<file path="config.mk">
export PLATFORM = sky130hd
export DESIGN_NAME = tcw_ctrl
export DESIGN_NICKNAME = d
export VERILOG_FILES = /design/src/sv/tcw_pkg.sv /design/src/sv/tcw_ctrl.sv
export SDC_FILE = /design/constraint.sdc
export NUM_CORES = 1
export LEC_CHECK = 0
export BUFFER_PORTS_ARGS = -buffer_cell sky130_fd_sc_hd__buf_2
export CORE_MARGIN = 3
export CORE_UTILIZATION = 49
export CTS_CLUSTER_SIZE = 28
export DETAILED_ROUTE_END_ITERATION = 6
export GPL_ROUTABILITY_DRIVEN = 0
export PLACE_DENSITY = 0.78
export REMOVE_ABC_BUFFERS = 1
export SYNTH_ARGS = -nofsm -noshare
export SYNTH_HDL_FRONTEND = slang
export SYNTH_SLANG_ARGS = --single-unit
</file>
<file path="constraint.sdc">
create_clock -name clk -period 4.1 [get_ports clk]
set_input_delay 0.82 -clock clk [delete_from_list [all_inputs] [get_ports clk]]
set_output_delay 0.82 -clock clk [all_outputs]
set_load 0.005 [all_outputs]
</file>
<file path="src/sv/tcw_pkg.sv">
// Shared constants and types for the text console character writer.
// No dependencies; imported by tcw_ctrl and the top level of the block.
`timescale 1ns / 1ps

package tcw_pkg;

    localparam int COLUMNS    = 80;
    localparam int ROWS       = 25;
    localparam int CELL_COUNT = ROWS * COLUMNS;

    localparam int ROW_W  = $clog2(ROWS);
    localparam int COL_W  = $clog2(COLUMNS);
    localparam int ADDR_W = $clog2(CELL_COUNT);

    localparam int CELL_W  = 16;
    localparam int CHAR_W  = 8;
    localparam int COLOR_W = 8;
    localparam int CMD_W   = 2;
    localparam int INDEX_W = 11;
    localparam int ROW_FIELD_W = 5;
    localparam int COL_FIELD_W = 7;

    localparam logic [CMD_W-1:0] CMD_PUT   = 2'd0;
    localparam logic [CMD_W-1:0] CMD_READ  = 2'd1;
    localparam logic [CMD_W-1:0] CMD_CLEAR = 2'd2;

    localparam logic [CHAR_W-1:0]  BLANK_CHAR     = 8'h20;
    localparam logic [CHAR_W-1:0]  NEWLINE_CHAR   = 8'h0A;
    localparam logic [CHAR_W-1:0]  BACKSPACE_CHAR = 8'h08;
    localparam logic [COLOR_W-1:0] RESET_COLOR    = 8'h0F;

    typedef struct packed {
        logic              we;
        logic [ADDR_W-1:0] addr;
        logic [CELL_W-1:0] wdata;
    } mem_req_t;

endpackage

</file>
<file path="src/sv/tcw_ctrl.sv">
// Command sequencer: cursor update, cell writes, reads and clearing sweeps.
// Depends on tcw_pkg; drives the screen RAM through a mem_req_t request.
`timescale 1ns / 1ps

module tcw_ctrl (
    input  logic                            clk,
    input  logic                            rst_n,
    input  logic                            start,
    input  logic [tcw_pkg::CMD_W-1:0]       command,
    input  logic [tcw_pkg::CHAR_W-1:0]      char_code,
    input  logic [tcw_pkg::INDEX_W-1:0]     cell_index,
    input  logic [tcw_pkg::COLOR_W-1:0]     text_color,
    input  logic [tcw_pkg::CELL_W-1:0]      mem_rdata,
    output tcw_pkg::mem_req_t               mem_req,
    output logic                            busy,
    output logic                            done,
    output logic [tcw_pkg::CELL_W-1:0]      cell_value,
    output logic [tcw_pkg::ROW_W-1:0]       cursor_row,
    output logic [tcw_pkg::COL_W-1:0]       cursor_col,
    output logic                            screen_cleared
);

    import tcw_pkg::*;

    typedef enum logic [1:0] {
        S_SWEEP,
        S_IDLE,
        S_READ
    } state_t;

    localparam logic [ADDR_W-1:0] LAST_CELL = ADDR_W'(CELL_COUNT - 1);

    state_t              state_reg;
    logic [ROW_W-1:0]    row_reg;
    logic [COL_W-1:0]    col_reg;
    logic [ADDR_W-1:0]   sweep_cnt_reg;
    logic [COLOR_W-1:0]  sweep_color_reg;
    logic                report_reg;
    logic                rd_oob_reg;
    logic                done_reg;
    logic                cleared_reg;
    logic [CELL_W-1:0]   value_reg;

    logic                accept;
    logic [ROW_W:0]      row_next;
    logic [COL_W:0]      col_next;
    logic [COL_W-1:0]    wr_col;
    logic [CHAR_W-1:0]   wr_char;
    logic                wr_en;
    logic                overflow;
    logic [ADDR_W-1:0]   put_addr;

    assign accept = start && (state_reg == S_IDLE);

    // Cursor step for a put command
    always_comb
    begin
        row_next = {1'b0, row_reg};
        col_next = {1'b0, col_reg};
        wr_col   = col_reg;
        wr_char  = char_code;
        wr_en    = 1'b0;
        priority if (char_code == NEWLINE_CHAR)
        begin
            row_next = {1'b0, row_reg} + 1'b1;
            col_next = '0;
        end
        else if (char_code == BACKSPACE_CHAR)
        begin
            if (col_reg != '0)
            begin
                col_next = {1'b0, col_reg} - 1'b1;
                wr_col   = col_reg - 1'b1;
                wr_char  = BLANK_CHAR;
                wr_en    = 1'b1;
            end
        end
        else
        begin
            wr_en = 1'b1;
            if (({1'b0, col_reg} + 1'b1) >= (COL_W+1)'(COLUMNS))
            begin
                col_next = '0;
                row_next = {1'b0, row_reg} + 1'b1;
            end
            else
            begin
                col_next = {1'b0, col_reg} + 1'b1;
            end
        end
        overflow = row_next >= (ROW_W+1)'(ROWS);
        put_addr = ADDR_W'(32'(row_reg) * COLUMNS + 32'(wr_col));
    end

    always_comb
    begin
        if (state_reg == S_SWEEP)
        begin
            mem_req.we    = 1'b1;
            mem_req.addr  = sweep_cnt_reg;
            mem_req.wdata = {sweep_color_reg, BLANK_CHAR};
        end
        else if (accept && (command == CMD_PUT) && wr_en)
        begin
            mem_req.we    = 1'b1;
            mem_req.addr  = put_addr;
            mem_req.wdata = {text_color, wr_char};
        end
        else
        begin
            mem_req.we    = 1'b0;
            mem_req.addr  = ADDR_W'(cell_index);
            mem_req.wdata = '0;
        end
    end

    always_ff @(posedge clk or negedge rst_n)
    begin
        if (!rst_n)
        begin
            state_reg       <= S_SWEEP;
            row_reg         <= '0;
            col_reg         <= '0;
            sweep_cnt_reg   <= '0;
            sweep_color_reg <= RESET_COLOR;
            report_reg      <= 1'b0;
            rd_oob_reg      <= 1'b0;
            done_reg        <= 1'b0;
            cleared_reg     <= 1'b0;
            value_reg       <= '0;
        end
        else
        begin
            done_reg <= 1'b0;
            unique case (state_reg)
                S_SWEEP:
                begin
                    sweep_cnt_reg <= sweep_cnt_reg + 1'b1;
                    if (sweep_cnt_reg == LAST_CELL)
                    begin
                        // reset sweep finishes silently
                        state_reg     <= S_IDLE;
                        sweep_cnt_reg <= '0;
                        done_reg      <= report_reg;
                        cleared_reg   <= report_reg;
                        value_reg     <= '0;
                    end
                end
                S_READ:
                begin
                    value_reg   <= rd_oob_reg ? '0 : mem_rdata;
                    cleared_reg <= 1'b0;
                    done_reg    <= 1'b1;
                    state_reg   <= S_IDLE;
                end
                S_IDLE:
                begin
                    if (start)
                    begin
                        unique case (command)
                            CMD_PUT:
                            begin
                                if (overflow)
                                begin
                                    row_reg         <= '0;
                                    col_reg         <= '0;
                                    sweep_cnt_reg   <= '0;
                                    sweep_color_reg <= text_color;
                                    report_reg      <= 1'b1;
                                    state_reg       <= S_SWEEP;
                                end
                                else
                                begin
                                    row_reg     <= row_next[ROW_W-1:0];
                                    col_reg     <= col_next[COL_W-1:0];
                                    done_reg    <= 1'b1;
                                    cleared_reg <= 1'b0;
                                    value_reg   <= '0;
                                end
                            end
                            CMD_READ:
                            begin
                                rd_oob_reg <= 32'(cell_index) >= CELL_COUNT;
                                state_reg  <= S_READ;
                            end
                            CMD_CLEAR:
                            begin
                                row_reg         <= '0;
                                col_reg         <= '0;
                                sweep_cnt_reg   <= '0;
                                sweep_color_reg <= text_color;
                                report_reg      <= 1'b1;
                                state_reg       <= S_SWEEP;
                            end
                            default:
                            begin
                                done_reg    <= 1'b1;
                                cleared_reg <= 1'b0;
                                value_reg   <= '0;
                            end
                        endcase
                    end
                end
                default:
                begin
                    state_reg <= S_IDLE;
                end
            endcase
        end
    end

    assign busy           = (state_reg != S_IDLE);
    assign done           = done_reg;
    assign cell_value     = value_reg;
    assign cursor_row     = row_reg;
    assign cursor_col     = col_reg;
    assign screen_cleared = cleared_reg;

    a_cursor_range: assert property (@(posedge clk) disable iff (!rst_n)
        (32'(row_reg) < ROWS) && (32'(col_reg) < COLUMNS))
        else $error("cursor out of screen");

    a_read_latency: assert property (@(posedge clk) disable iff (!rst_n)
        (accept && (command == CMD_READ)) |=> !done_reg ##1 done_reg)
        else $error("read result not two cycles after request");

    a_cleared_home: assert property (@(posedge clk) disable iff (!rst_n)
        (done_reg && cleared_reg) |-> (row_reg == '0) && (col_reg == '0))
        else $error("cleared screen with cursor away from home");

    a_sweep_writes: assert property (@(posedge clk) disable iff (!rst_n)
        (state_reg == S_SWEEP) |-> mem_req.we && (mem_req.wdata[CHAR_W-1:0] == BLANK_CHAR))
        else $error("sweep cycle without blank write");

    a_value_only_read: assert property (@(posedge clk) disable iff (!rst_n)
        (done_reg && (value_reg != '0)) |-> ($past(state_reg) == S_READ))
        else $error("nonzero cell value on a non-read result");

endmodule

</file>
==> metrics <==
Mapped Area 0.004010 mm2; met3 usage 4.183%; Pwr Total 2.439 mW; PwrDens 485.7 mW/mm2; drt wl/cell 16.37 um; layout cells sized above 1 31.59%; H-tree Lvls 2; # IOs 107; Yosys reg bits 53; clock slew at reported path FFs 110 ps; global-route wire length before repair 17,830 um; vias in the first global route 3,852; post-synthesis cell count 470; via count of the routed design 4,060; largest net degree at the start of global routing 34; critical path data arrival time 3410 ps; Main synth FF type dfrtp_1; number of detailed-route iterations in the first pass 5; post-synth cell types 60; Slew @ Worst Pin 1091 ps; critical path's top delay family simple AND/OR/NAND/NOR gates; Tcrit/Tclk final 103.3%; TritonCTS Buffers 5; crit path launch type primary input; Post-DRT Antenna Nets 0; Final Hold Viols 0; hold buffers post-CTS 0; clk sinks 53; row count 32; Root Driver clkbuf_8; Filler cells 695; failing checks negative setup slack; CP Cell Sequence buf_6 -> nor4b_4 -> and3b_2 -> nand3_2 -> mux2_4 -> ha_4 -> fa_2 -> a21oi_2 -> nor4b_2 -> xor2_1 -> xnor2_1 -> mux2i_1 -> o21ai_1 -> buf_2; worst setup path startpoint char_code[2]; Worst slew margin 27.13%; worst-path maximum fanout 2; commonest non-fill, non-tap cell in the layout buf_2; worst skew pair latency 320 ps; crit path buf inv count 2; # diodes 0; reg2reg start cursor_col[0]$_DFFE_PN0P_; slowest cell on the critical path fa_2; initial antenna violation count 0; drc violations 0; final WL 11,360 um; Max Fclk 236.2 MHz; Max VDD drop 0.2309 mV; grt peak-use layer met2; Die ar. 0.009306 mm2; leakage 2.372 nW; Setup WS post-layout -133.9 ps; Iteration-0 DRC Markers 318; area grow syn2layout 25.21%; Die X 96.47 um; nets 662; Worst Skew 10.41 ps; Setup CP Type in2out; HPWL after detailed placement 8329 um; Place WS -243.6 ps; Cell Area, Placed 0.004775 mm2; Post-synth EDFFs 0; Synth Area per Inst 8.532 um2; Non-Filler Instances 694; total of max-cap violations 0; aggregate global routing overflow 0; CTS tree yes; worst min path class reg2reg; Largest register FFs 16; ys async rst share 100.0%; Multi-input gate area 0.002529 mm2; # placed instances 682; met2 capacity usage during global routing 40.86%; Final Critical Period 4234 ps; Tot GR Track Use 24.08%; run status finished, violations left; most frequent cells in the layout buf_2 (104), nand2_1 (64), dfrtp_1 (48); Die Y 96.47 um; CTS Buffer Depth 2; Port Buffer Count 106; RSZ-0062 raised after global routing true; met1 Resource Use GR 30.72%; CP peak stage delay 360 ps; register area 0.001333 mm2; Max Slew Vio Count 0; post-synthesis sequential area ratio 33.20%; synth warn 0; Critical Path End Type output pin; hold_sp sweep_color_reg[4]$_DFFE_PN0P_; count of final setup violators 1; CORE AREA 0.007848 mm2; Worst Path Required 3280 ps; final core utilization 63.98%; Initial Util 51.10%; final instance area 0.005021 mm2; vias per std cell 5.850
## final cells by class
cell class	instances	share of cell area, %
clock buffer	6	1.645
clock inverter	2	0.3239
inverter	44	3.289
multi-input combinational	351	50.36
sequential	53	26.54
tap	102	2.542
timing repair buffer	136	15.30
## stage by stage
step | TNS, ps | hold slack (ps)
2_1_floorplan | -1784 | 449.1
3_3_place_gp | -90.86 | 484.8
3_5_place_dp | -332.4 | 496.2
4_1_cts | -89.09 | 521.0
5_1_grt | -527.7 | 532.1
6_report | -133.9 | 519.4
## report_power, final
group / switching, mW / internal, mW / total [mW]
clock: 0.193 / 0.140 / 0.333
sequential: 0.157 / 0.688 / 0.845
combinational: 0.697 / 0.563 / 1.26
total: 1.05 / 1.39 / 2.44
## final timing paths
kind / end / slack [ps] / cells after the start
hold reg to reg: sweep_color_reg[4]$_DFFE_PN0P_ / 520 / 1
min in group asynchronous: sweep_cnt_reg[5]$_DFFE_PN0P_ / 570 / 1
max in group asynchronous: sweep_color_reg[2]$_DFFE_PN1P_ / 2710 / 2
hold / removal: sweep_color_reg[4]$_DFFE_PN0P_ / 520 / 1
setup reg to reg: sweep_color_reg[5]$_DFFE_PN0P_ / 960 / 8
setup / recovery: mem_req[26] / -130 / 14
## per-layer routing
metal,part of all wire (%),up-vias
met5,0,-
met4,2.2,0
met3,6.6,28
met2,50,172
met1,41,1944
li1,-,1916
## logic make-up after synthesis
group / count (synthesis) / share of synthesized area, %
AOI/OAI and AO/OA: 117 / 19.47
DFF: 53 / 33.20
xor gates and xnor gates: 12 / 2.621
buffers and inverters: 66 / 6.677
muxes: 37 / 9.579
and+or+nand+nor: 162 / 20.90
adders and majority gates: 23 / 7.551
## cell usage after synthesis, types with 9 or more instances
cell / n / area share, %
nand3_1: 21 / 2.6
clkbuf_1: 16 / 1.5
a21oi_1: 20 / 2.5
dfrtp_1: 49 / 31
o21ai_0: 30 / 3.7
and2_1: 10 / 1.6
mux2i_1: 26 / 6.5
mux2_2: 11 / 3.1
ha_1: 21 / 6.6
nand2_1: 65 / 6.1
nor2_1: 14 / 1.3
xnor2_1: 9 / 2.0
inv_1: 44 / 4.1
## what timing repair did
item	in CTS	in global routing
endpoints found under the hold margin	0	0
setup endpoints to repair	4	5
resized for setup	12	13
setup buffers	1	3
pin swaps	7	8
Note: power is estimated with default switching activity, not from simulation.
